<file path="config.mk">
export PLATFORM = sky130hd
export DESIGN_NAME = multi_source_progress_watchdog_core
export DESIGN_NICKNAME = d
export VERILOG_FILES = /design/src/rtl/msw_pkg.sv /design/src/rtl/multi_source_progress_watchdog_core.sv /design/src/rtl/msw_source_bank.sv
export VERILOG_INCLUDE_DIRS = /design/src /design/src/rtl
export SDC_FILE = /design/constraint.sdc
export NUM_CORES = 1
export LEC_CHECK = 0
export BUFFER_PORTS_ARGS = -buffer_cell sky130_fd_sc_hd__clkbuf_2
export CORE_ASPECT_RATIO = 1.75
export CORE_MARGIN = 3
export CORE_UTILIZATION = 40
export DETAILED_ROUTE_END_ITERATION = 7
export PLACE_DENSITY = 0.58
export SKIP_CTS_REPAIR_TIMING = 1
export SLEW_MARGIN = 0
export SYNTH_ARGS = -nofsm -noshare
export SYNTH_HDL_FRONTEND = slang
export SYNTH_HIERARCHICAL = 1
export SYNTH_SLANG_ARGS = --single-unit
</file>
<file path="constraint.sdc">
create_clock -name aclk -period 18.9 [get_ports aclk]
set_input_delay 4.725 -clock aclk [delete_from_list [all_inputs] [get_ports aclk]]
set_output_delay 4.725 -clock aclk [all_outputs]
set_load 0.05 [all_outputs]
</file>
<file path="src/rtl/multi_source_progress_watchdog_core_assert.svh">
// ----------------------------------------------------------------------------
// Progress watchdog assertion macros
// Concurrent assertion wrappers; they compile to nothing when SYNTH is set.
// ----------------------------------------------------------------------------
`ifndef MULTI_SOURCE_PROGRESS_WATCHDOG_CORE_ASSERT_SVH
`define MULTI_SOURCE_PROGRESS_WATCHDOG_CORE_ASSERT_SVH

`ifndef SYNTH

// Checked on aclk, skipped while aresetn is low
`define MSW_ASSERT(lbl, prop, msg) \
    lbl: assert property (@(posedge aclk) disable iff (!aresetn) (prop)) else $error(msg);

// Checked on aclk at every edge, reset included
`define MSW_ASSERT_ALWAYS(lbl, prop, msg) \
    lbl: assert property (@(posedge aclk) (prop)) else $error(msg);

`else

`define MSW_ASSERT(lbl, prop, msg)
`define MSW_ASSERT_ALWAYS(lbl, prop, msg)

`endif

`endif

</file>
<file path="src/rtl/msw_pkg.sv">
`timescale 1ns / 1ps
`default_nettype none
// ----------------------------------------------------------------------------
// msw_pkg
// Shared types and constants of the progress watchdog supervisor.
// ----------------------------------------------------------------------------
package msw_pkg;

    localparam int SRC_IDX_W  = 5;
    localparam int TIME_W     = 32;
    localparam int TIMEOUT_W  = 16;
    localparam int PERIOD_W   = 8;
    localparam int CFG_DATA_W = 16;

    localparam logic [PERIOD_W-1:0]  CHECK_PERIOD_RESET     = 8'd10;
    localparam logic [TIMEOUT_W-1:0] PROGRESS_TIMEOUT_RESET = 16'd30;

    typedef enum logic [1:0] {
        REQ_HEARTBEAT  = 2'd0,
        REQ_TICK       = 2'd1,
        REQ_CHECKPOINT = 2'd2,
        REQ_EARLY      = 2'd3
    } req_type_t;

    typedef enum logic {
        CFG_CHECK_PERIOD     = 1'b0,
        CFG_PROGRESS_TIMEOUT = 1'b1
    } cfg_index_t;

    // Controls from the request stage to the source bank
    typedef struct packed {
        logic                 mark;
        logic [SRC_IDX_W-1:0] mark_index;
        logic                 check;
        logic [TIME_W-1:0]    now;
        logic [TIMEOUT_W-1:0] timeout;
    } bank_ctrl_t;

endpackage

`default_nettype wire

</file>
<file path="src/rtl/multi_source_progress_watchdog_core.sv">
`timescale 1ns / 1ps
`default_nettype none
// ----------------------------------------------------------------------------
// multi_source_progress_watchdog_core
// Supervisor of task heartbeats and the sampling interrupt that drives the
// watchdog refresh and latches failure on lost progress.
// ----------------------------------------------------------------------------
// Usage:
//   Requests enter on the s_ channel: heartbeat (with source index), millisecond
//   tick, flash checkpoint request and early refresh request. Every request
//   yields exactly one result on the m_ channel with the kick flag, failure
//   latch, checkpoint permission, last check result and a bad-index flag.
//   A request is held in the input register and is evaluated in one pass
//   into the output register, which drives m_tvalid. One request per cycle
//   is sustained while m_tready stays high; the single pass of the source
//   bank's parallel age compares over all NUM_TASKS+1 sources sets that rate.
//   When m_tready is low, the result holds in the output register, the input
//   register still takes one more request, and s_tready drops after that.
//   Reset (aresetn low, synchronous) clears all sources, the clock, the
//   failure latch and loads check_period 10 and progress_timeout 30.
//   Write the cfg port only while no request is in flight.
// ----------------------------------------------------------------------------
`include "multi_source_progress_watchdog_core_assert.svh"

module multi_source_progress_watchdog_core
    import msw_pkg::*;
#(
    parameter int NUM_TASKS = 4
) (
    input  wire logic                  aclk,
    input  wire logic                  aresetn,
    // Configuration write port
    input  wire logic                  cfg_we,
    input  wire logic                  cfg_addr,
    input  wire logic [CFG_DATA_W-1:0] cfg_wdata,
    // Request channel
    input  wire logic                  s_tvalid,
    output logic                       s_tready,
    input  wire logic [7:0]            s_tdata,  // [1:0] req_type, [6:2] source_index
    // Result channel
    output logic                       m_tvalid,
    input  wire logic                  m_tready,
    output logic [7:0]                 m_tdata   // [0] refresh_kick, [1] failed,
                                                 // [2] checkpoint_allowed, [3] healthy,
                                                 // [4] bad_source
);

    localparam int SRC_COUNT = NUM_TASKS + 1;

    // Configuration
    logic [PERIOD_W-1:0]  check_period_reg;
    logic [TIMEOUT_W-1:0] timeout_reg;

    // Input register
    logic                 in_valid_reg;
    req_type_t            in_req_reg;
    logic [SRC_IDX_W-1:0] in_src_reg;

    // Supervisor state
    logic [TIME_W-1:0]   now_reg, now_next;
    logic [PERIOD_W-1:0] period_reg, period_next;
    logic                allow_reg, allow_next;
    logic                fail_reg, fail_next;
    logic                early_reg, early_next;
    logic                healthy_reg, healthy_next;

    // Output register
    logic out_valid_reg;
    logic out_kick_reg, out_failed_reg, out_allow_reg, out_healthy_reg, out_bad_reg;

    logic                fire;
    logic                kick;
    logic                bad;
    logic [PERIOD_W-1:0] period_inc;
    logic [TIME_W-1:0]   now_inc;
    logic                run_check;
    logic                check_ok;
    bank_ctrl_t          bank_ctrl;

    assign fire     = in_valid_reg && (!out_valid_reg || m_tready);
    assign s_tready = !in_valid_reg || fire;

    assign period_inc = period_reg + 1'b1;
    assign now_inc    = now_reg + 1'b1;

    always_comb begin
        now_next     = now_reg;
        period_next  = period_reg;
        allow_next   = allow_reg;
        fail_next    = fail_reg;
        early_next   = early_reg;
        healthy_next = healthy_reg;
        kick         = 1'b0;
        bad          = 1'b0;
        run_check    = 1'b0;
        case (in_req_reg)
            REQ_HEARTBEAT: begin
                bad = (in_src_reg > SRC_IDX_W'(NUM_TASKS));
            end
            REQ_TICK: begin
                now_next = now_inc;
                if (period_inc >= check_period_reg) begin
                    period_next = '0;
                    run_check   = !fail_reg;
                end else begin
                    period_next = period_inc;
                end
                if (run_check) begin
                    healthy_next = check_ok;
                    if (check_ok) begin
                        allow_next = 1'b1;
                        kick       = 1'b1;
                    end else if (now_inc >= {{(TIME_W-TIMEOUT_W){1'b0}}, timeout_reg}) begin
                        allow_next = 1'b0;
                        fail_next  = 1'b1;
                    end
                end
            end
            REQ_CHECKPOINT: begin
                kick = allow_reg && !fail_reg;
            end
            REQ_EARLY: begin
                if (!early_reg && !fail_reg) begin
                    early_next = 1'b1;
                    kick       = 1'b1;
                end
            end
            default: begin
                kick = 1'b0;
            end
        endcase
    end

    always_comb begin
        bank_ctrl.mark       = fire && (in_req_reg == REQ_HEARTBEAT) && !bad;
        bank_ctrl.mark_index = in_src_reg;
        bank_ctrl.check      = fire && run_check;
        bank_ctrl.now        = now_inc;
        bank_ctrl.timeout    = timeout_reg;
    end

    msw_source_bank #(
        .SRC_COUNT (SRC_COUNT)
    ) u_source_bank (
        .aclk     (aclk),
        .aresetn  (aresetn),
        .ctrl     (bank_ctrl),
        .check_ok (check_ok)
    );

    // Configuration registers
    always_ff @(posedge aclk) begin
        if (!aresetn) begin
            check_period_reg <= CHECK_PERIOD_RESET;
            timeout_reg      <= PROGRESS_TIMEOUT_RESET;
        end else if (cfg_we) begin
            case (cfg_index_t'(cfg_addr))
                CFG_CHECK_PERIOD:     check_period_reg <= cfg_wdata[PERIOD_W-1:0];
                CFG_PROGRESS_TIMEOUT: timeout_reg      <= cfg_wdata[TIMEOUT_W-1:0];
                default:              timeout_reg      <= timeout_reg;
            endcase
        end
    end

    // Input register
    always_ff @(posedge aclk) begin
        if (!aresetn) begin
            in_valid_reg <= 1'b0;
        end else if (s_tready) begin
            in_valid_reg <= s_tvalid;
        end
    end

    always_ff @(posedge aclk) begin
        if (s_tvalid && s_tready) begin
            in_req_reg <= req_type_t'(s_tdata[1:0]);
            in_src_reg <= s_tdata[6:2];
        end
    end

    // Supervisor state advances only on a processed request
    always_ff @(posedge aclk) begin
        if (!aresetn) begin
            now_reg     <= '0;
            period_reg  <= '0;
            allow_reg   <= 1'b0;
            fail_reg    <= 1'b0;
            early_reg   <= 1'b0;
            healthy_reg <= 1'b0;
        end else if (fire) begin
            now_reg     <= now_next;
            period_reg  <= period_next;
            allow_reg   <= allow_next;
            fail_reg    <= fail_next;
            early_reg   <= early_next;
            healthy_reg <= healthy_next;
        end
    end

    // Output register
    always_ff @(posedge aclk) begin
        if (!aresetn) begin
            out_valid_reg <= 1'b0;
        end else if (fire) begin
            out_valid_reg <= 1'b1;
        end else if (m_tready) begin
            out_valid_reg <= 1'b0;
        end
    end

    always_ff @(posedge aclk) begin
        if (fire) begin
            out_kick_reg    <= kick;
            out_failed_reg  <= fail_next;
            out_allow_reg   <= allow_next;
            out_healthy_reg <= healthy_next;
            out_bad_reg     <= bad;
        end
    end

    assign m_tvalid = out_valid_reg;
    assign m_tdata  = {3'b000, out_bad_reg, out_healthy_reg, out_allow_reg,
                       out_failed_reg, out_kick_reg};

    `MSW_ASSERT(a_fail_latched, fail_reg |=> fail_reg, "failure latch released")
    `MSW_ASSERT(a_allow_not_failed, !(allow_reg && fail_reg),
                "checkpoints allowed after failure")
    `MSW_ASSERT(a_no_kick_when_failed, (out_valid_reg && out_failed_reg) |-> !out_kick_reg,
                "watchdog kicked after failure")
    `MSW_ASSERT(a_fail_on_request, $rose(fail_reg) |-> $past(fire),
                "failure set without a processed request")

endmodule

`default_nettype wire

</file>
<file path="src/rtl/msw_source_bank.sv">
`timescale 1ns / 1ps
`default_nettype none
// ----------------------------------------------------------------------------
// msw_source_bank
// Per-source pending, seen and last-progress registers with parallel age check.
// ----------------------------------------------------------------------------
`include "multi_source_progress_watchdog_core_assert.svh"

module msw_source_bank
    import msw_pkg::*;
#(
    parameter int SRC_COUNT = 5
) (
    input  wire logic       aclk,
    input  wire logic       aresetn,
    input  wire bank_ctrl_t ctrl,
    output logic            check_ok
);

    logic [SRC_COUNT-1:0] pending_reg, pending_next;
    logic [SRC_COUNT-1:0] seen_reg, seen_next;
    logic [TIME_W-1:0]    lpt_reg [SRC_COUNT];
    logic [SRC_COUNT-1:0] stale;

    always_comb begin
        pending_next = pending_reg;
        seen_next    = seen_reg;
        for (int s = 0; s < SRC_COUNT; s++) begin
            if (ctrl.mark && ctrl.mark_index == SRC_IDX_W'(s)) begin
                pending_next[s] = 1'b1;
            end
        end
        if (ctrl.check) begin
            seen_next    = seen_reg | pending_reg;
            pending_next = '0;
        end
    end

    // A pending source gets the current time, so its age is zero
    always_comb begin
        for (int s = 0; s < SRC_COUNT; s++) begin
            if (pending_reg[s]) begin
                stale[s] = (ctrl.timeout == '0);
            end else begin
                stale[s] = (TIME_W'(ctrl.now - lpt_reg[s])
                            >= {{(TIME_W-TIMEOUT_W){1'b0}}, ctrl.timeout});
            end
        end
        check_ok = (&(seen_reg | pending_reg)) && !(|stale);
    end

    always_ff @(posedge aclk) begin
        if (!aresetn) begin
            pending_reg <= '0;
            seen_reg    <= '0;
        end else begin
            pending_reg <= pending_next;
            seen_reg    <= seen_next;
        end
    end

    always_ff @(posedge aclk) begin
        if (!aresetn) begin
            for (int s = 0; s < SRC_COUNT; s++) begin
                lpt_reg[s] <= '0;
            end
        end else begin
            for (int s = 0; s < SRC_COUNT; s++) begin
                if (ctrl.check && pending_reg[s]) begin
                    lpt_reg[s] <= ctrl.now;
                end
            end
        end
    end

    `MSW_ASSERT(a_check_clears_pending, ctrl.check |=> (pending_reg == '0),
                "pending sources not cleared by health check")
    `MSW_ASSERT(a_seen_sticky,
                (seen_reg != '0) |=> ((seen_reg & $past(seen_reg)) == $past(seen_reg)),
                "seen bit dropped")

endmodule

`default_nettype wire

</file>
==> impl_metrics.csv, run 1 <==
group,metric,value,unit
global_route,antenna_found_initial,0,
finish,fillers,5290,
logic_synthesis,synthTopCellsByCount,"ha_1 (261), inv_1 (243), nand2_1 (235)",
logic_synthesis,syn_area_per_cell,8.54,µm²
die,initial_core_util,0.407,
die,dieArea,56600,µm²
timing,hold_viol,0,
power_and_ir_drop,ir_drop,0.0000744,V
power_and_ir_drop,leakage,10.2,nW
logic_synthesis,ys_warn_count,6,
timing,rsz0062_at_grt,"false",
timing,finalSetupViolCount,0,
detailed_routing,wl_per_cell,21.1,µm
die,core_area,52800,µm²
global_route,grt_max_degree,36,
detailed_routing,num_vias,18773,
timing,finalCritPeriodShare,0.537,
clock_tree,cts_root_buffer,"clkbuf_16",
worst_setup_path,path_max_fanout,5,
clock_tree,cts.htree.levels,1,
detailed_routing,drt_wl_total,68300,µm
detailed_routing,drt-initial-drc-count,1405,
worst_hold_path,min_delay_path_depth,2,
status,status,"complete, no violations",
die,ios,40,
detailed_routing,dr.pass1.iters,6,
timing,maxSlewHeadroom,0.157,
timing,fin_skew,13.9,ps
logic_synthesis,synth_most_common_cell,"ha_1",
detailed_routing,ant_nets,0,
finish,largest_reg_flops,160,
clock_tree,cts_tree,"built",
global_route,first_global_vias,18130,
worst_setup_path,critPathLaunchType,"input port",
worst_setup_path,worstPathRequired,14180,ps
logic_synthesis,yosysTopAreaCellShare,0.240,
global_route,grt_pass1_wl,104000,µm
logic_synthesis,synth.distinct_cells,90,
worst_setup_path,critical_path_class,"in2out",
timing,worst_slew_pin_slew,1230,ps
worst_hold_path,hp-class,"reg2reg",
logic_synthesis,syn-cell-area,21500,µm²
timing,final.setup.tns,0,ps
logic_synthesis,synth_enable_flop_cells,172,
logic_synthesis,synth_ff_type,"edfxtp_1",
finish,drive_above_1_share,0.0607,
die,rows,111,
global_route,grt.overflow.total,0,
placed_design,io_buffers,35,
detailed_routing,drc,0,
clock_tree,cts_buffer_depth,3,
logic_synthesis,synth-seq-cells,252,
logic_synthesis,yosysSeqAreaShare,0.315,
logic_synthesis,synthTopCellsByArea,"edfxtp_1 (24%), ha_1 (15%), dfxtp_1 (7.5%)",
global_route,grt_usage,0.232,
die,fp.dieH,313,µm
timing,fin_crit,10150,ps
placed_design,dp_hpwl,54500,µm
worst_setup_path,worstPathArrival,5420,ps
placed_design,gp_congestion,0.937,
timing,whs,458,ps
run,max_cap_violations,0,
finish,layout-area-overhead-vs-synth,8.41,%
finish,n_antenna_cell,0,
timing,fmax,0.0985,GHz
clock_tree,path_clk_slew,70,ps
power_and_ir_drop,p_per_area,57.8,nW/µm²
detailed_routing,routed_via_density,5.81,
worst_setup_path,cp-end-kind,"output pin",
timing,finalMaxSlewViolations,0,
die,fp.dieW,181,µm
logic_synthesis,syn_inst,2515,
logic_synthesis,async_reset_ff_frac,0,
clock_tree,clk-insertion-delay-late,570,ps
finish,layout.nets,2830,
clock_tree,clock-sinks,252,
worst_setup_path,r2r.worst_path.cells,27,
clock_tree,cts_buffers,26,
logic_synthesis,synth_largest_area_cell,"edfxtp_1",
==> final cells by class <==
cell class | count | area (µm²) | area share
timing repair buffer | 77 | 490 | 0.0211
clock inverter | 15 | 136 | 0.00586
clock buffer | 33 | 751 | 0.0322
inverter | 244 | 916 | 0.0393
sequential | 252 | 6770 | 0.291
multi-input combinational | 1933 | 13400 | 0.575
tap | 678 | 848 | 0.0364
==> routing by layer <==
layer	part of all wire	global-route usage	up-vias
met1	0.38	0.258	8875
li1	-	-	9189
met5	0	0	-
met2	0.52	0.438	556
met4	0.056	0.111	0
met3	0.041	0.0234	153
==> cell families after synthesis <==
family | count (synthesis) | synth area share
and+or+nand+nor | 793 | 0.183
buffers and inverters | 332 | 0.0625
AOI/OAI and AO/OA | 696 | 0.210
muxes | 11 | 0.00536
other | 1 | 0.000175
adders and majority gates | 266 | 0.157
xor gates and xnor gates | 164 | 0.0677
DFF | 252 | 0.315
==> where the power goes <==
| group | switching [mW] | total (mW) | internal (mW) |
|---|---|---|---|
| sequential | 0.00965 | 0.619 | 0.609 |
| combinational | 0.118 | 0.185 | 0.0665 |
| clock | 0.233 | 0.542 | 0.309 |
==> stage by stage <==
| step | instances | area (µm²) | worst slack (ps) | utilization | power [mW] |
|---|---|---|---|---|---|
| 2_1_floorplan | 2517 | 21500 | 8880 | - | 0.763 |
| 3_3_place_gp | 3184 | 22400 | 8790 | 0.425 | 0.811 |
| 3_5_place_dp | 3184 | 22400 | 8750 | 0.425 | 0.814 |
| 4_1_cts | 3232 | 23300 | 8750 | 0.441 | 1.36 |
| 5_1_grt | 3232 | 23300 | 8720 | 0.441 | 1.40 |
| 6_report | 3232 | 23300 | 8750 | 0.441 | 1.35 |
==> final timing paths <==
kind,slack (ps),endpoint,from
max,8750,s_tready,m_tready
min reg2reg,460,check_period_reg[6],check_period_reg[6]
max reg2reg,10750,out_allow_reg,now_reg[0]
min,460,check_period_reg[6],check_period_reg[6]
==> critical path: stages <==
cell and delay (ps):
clkbuf_2 80, nor2b_1 260, nand2_1 110, clkbuf_2 250
==> cells in the final DEF, fill, tap and decap left out, types with 32 or more instances in the layout <==
cell type | synthesis | final
a21o_1 | 56 | 56
a21oi_1 | 233 | 233
and2_1 | 48 | 48
buf_4 | 9 | 42
clkbuf_2 | 0 | 35
dfxtp_1 | 80 | 80
edfxtp_1 | 172 | 172
ha_1 | 261 | 261
inv_1 | 243 | 243
nand2_1 | 235 | 235
nand2b_1 | 33 | 33
nand3_1 | 62 | 62
nand4_1 | 48 | 48
nor2_1 | 176 | 176
nor2b_1 | 36 | 36
nor3_1 | 42 | 42
o211ai_1 | 32 | 32
o21ai_0 | 120 | 120
xnor2_1 | 96 | 96
xor2_1 | 67 | 67
Note: power is estimated with default switching activity, not from simulation.
==> inputs of run 2 (changes only) <==
- ABC_AREA: default -> 1
- clock period: 18.9 -> 10.21 ns (I/O delays scaled with it)
==> impl_metrics.csv, run 2 <==
group,metric,value,unit
status,status,"complete, no violations",
logic_synthesis,synth_most_common_cell,"nand2_1",
timing,finalSetupViolCount,0,
detailed_routing,route.met3.wl,3600,µm
detailed_routing,drt_wl_total,87800,µm
worst_setup_path,critPathSlowestCell,"xor2_2",
timing,rsz0062_at_grt,"false",
clock_tree,cts_buffers,24,
clock_tree,cts_buffer_depth,3,
worst_setup_path,cp-end-kind,"flip-flop",
finish,final_common_cell,"nand2_1",
worst_setup_path,ff2ff_setup_slack,4530,ps
die,initial_core_util,0.407,
logic_synthesis,async_reset_ff_frac,0,
placed_design,dp_hpwl,71300,µm
worst_setup_path,cp.buffers_inverters,6,
timing,maxSlewHeadroom,0.282,
worst_setup_path,critical_path_class,"reg2reg",
placed_design,io_buffers,35,
logic_synthesis,syn-cell-area,23900,µm²
logic_synthesis,synthTopCellsByCount,"nand2_1 (1113), inv_1 (775), nor2_1 (375)",
timing,fin_skew,15.3,ps
placed_design,gp_congestion,0.995,
global_route,antenna_found_initial,0,
worst_setup_path,worstPathArrival,6180,ps
logic_synthesis,ys_warn_count,6,
logic_synthesis,synth.distinct_cells,56,
global_route,grt_usage,0.276,
placed_design,placed_cells,4461,
detailed_routing,wl_per_cell,19.5,µm
power_and_ir_drop,p_per_area,113,nW/µm²
timing,fmax,0.176,GHz
finish,stdcell_count,4505,
detailed_routing,routedLengthMet1,31700,µm
worst_setup_path,path_max_fanout,8,
die,core_area,58700,µm²
logic_synthesis,syn_inst,3664,
timing,whs,458,ps
timing,final.setup.tns,0,ps
timing,worst_slew_pin_slew,1080,ps
die,rows,117,
detailed_routing,top_layer,"met4",
detailed_routing,ant_nets,0,
worst_hold_path,min_delay_path_depth,2,
worst_setup_path,r2r.worst_path.cells,35,
detailed_routing,routed_via_density,5.09,
clock_tree,clock-sinks,252,
die,ios,40,
logic_synthesis,synth_largest_area_cell,"edfxtp_1",
logic_synthesis,synth_ff_type,"edfxtp_1",
detailed_routing,num_vias,22912,
finish,drive_above_1_share,0.0453,
worst_setup_path,max_stage_delay,770,ps
power_and_ir_drop,leakage,14.0,nW
worst_setup_path,critPathLaunchType,"flip-flop",
worst_setup_path,timing.rr.end,"healthy_reg",
detailed_routing,drc,0,
detailed_routing,met2_wirelength,44500,µm
logic_synthesis,synthTopCellsByArea,"edfxtp_1 (22%), nand2_1 (17%), ha_1 (14%)",
timing,finalMaxSlewViolations,0,
clock_tree,cts.htree.levels,1,
logic_synthesis,synth-seq-cells,252,
timing,hold_viol,0,
timing,finalCritPeriodShare,0.556,
finish,layout_common_cells,"nand2_1 (1112), inv_1 (775), nor2_1 (375), ha_1 (261), a21oi_1 (224)",
global_route,first_global_vias,22424,
finish,n_antenna_cell,0,
worst_setup_path,worstReg2RegStart,"now_reg[0]",
global_route,grt_max_degree,58,
finish,layout.nets,4010,
detailed_routing,dr.pass1.iters,6,
clock_tree,path_clk_slew,70,ps
run,max_cap_violations,0,
worst_hold_path,min_to,"u_source_bank/seen_reg[4]",
global_route,grt.overflow.total,0,
logic_synthesis,synth_enable_flop_cells,172,
die,fp.dieW,191,µm
die,fp.dieH,329,µm
clock_tree,cts_tree,"built",
logic_synthesis,yosysSeqAreaShare,0.283,
worst_setup_path,crit_family,"simple AND/OR/NAND/NOR gates",
die,dieArea,62800,µm²
worst_setup_path,cpMostUsedCell,"nand2_1",
worst_hold_path,hp-class,"reg2reg",
clock_tree,cts_root_buffer,"clkbuf_16",
global_route,grt_pass1_wl,129000,µm
logic_synthesis,syn_area_per_cell,6.52,µm²
detailed_routing,drt-initial-drc-count,1448,
worst_hold_path,min_from,"u_source_bank/seen_reg[4]",
finish,layout-area-overhead-vs-synth,8.61,%
finish,largest_reg_flops,160,
timing,fin_crit,5680,ps
logic_synthesis,yosysTopAreaCellShare,0.216,
worst_setup_path,worstPathRequired,10710,ps
finish,fillers,6244,
clock_tree,clk-insertion-delay-late,570,ps
power_and_ir_drop,ir_drop,0.000156,V
run 2: cell types whose count changed after synthesis, sizes merged, moves of 25 or more:
cell    previous run  this run
clkbuf            69        16
a21o              56        13
nor2             176       389
nand3             62       170
xnor2             96        13
and2              49        12
nor2b             36         0
nand2            235      1138
nand2b            33         2
a31oi             27         2
inv              244       775
and3              28         3
run 2: worst max-delay path by stage:
stage / from / slack, ps / cells past startpoint / endpoint
detailed placement: m_tready / 4600 / 4 / s_tready
global route: now_reg[1] / 3970 / 35 / healthy_reg
finish: now_reg[0] / 4530 / 35 / healthy_reg
floorplan: m_tready / 4640 / 2 / s_tready
CTS: now_reg[1] / 4590 / 31 / healthy_reg
global placement: m_tready / 4610 / 4 / s_tready
run 2: layout make-up:
| cell class | instances | area, µm² | area share |
|---|---|---|---|
| repair buffers | 53 | 310 | 0.0120 |
| clock buffers | 26 | 639 | 0.0246 |
| inverters | 777 | 2920 | 0.112 |
| well taps | 773 | 967 | 0.0373 |
| clock inverters | 18 | 205 | 0.00791 |
| multi-input cells | 2606 | 14100 | 0.545 |
| flip-flops and latches | 252 | 6770 | 0.261 |
run 2: cells by family (layout without fill, tap and decap cells):
family	Yosys count	count (layout)	synth area share
AOI/OAI and AO/OA	401	401	0.0907
xor gates and xnor gates	101	101	0.0370
adders and majority gates	266	266	0.141
buffers and inverters	808	874	0.128
DFF	252	252	0.283
other	1	3	0.000157
and+or+nand+nor	1835	1835	0.320
run 2: stage by stage:
stage / cell area (µm²) / setup slack, ps / power, mW / utilization
finish: 26000 / 4530 / 2.94 / 0.442
CTS: 26000 / 4590 / 2.95 / 0.442
global placement: 25100 / 4610 / 1.96 / 0.428
floorplan: 23900 / 4640 / 1.73 / -
detailed placement: 25100 / 4600 / 1.97 / 0.428
global route: 26000 / 3970 / 3.09 / 0.442
run 2: worst reg2reg max path: cells and delay by family (launching register included):
| kind | cells | cell delay, ps |
|---|---|---|
| AND/OR/NAND/NOR | 19 | 2240 |
| buffers and inverters | 6 | 420 |
| AO/OA/AOI/OAI | 5 | 660 |
| XOR/XNOR | 2 | 980 |
| flip-flops | 1 | 380 |
| adder cells (fa/ha/maj) | 3 | 950 |
run 2: power by group:
part,switching (mW),internal [mW],total (mW)
clock network,0.445,0.540,0.986
registers,0.0216,1.12,1.14
logic,0.556,0.257,0.812
total,1.02,1.92,2.94
run 2: metal layers:
layer / GRT usage / vias to the layer above
li1: - / 11604
met1: 0.289 / 10431
met2: 0.512 / 624
met3: 0.0199 / 253
met4: 0.201 / 0
met5: 0 / -
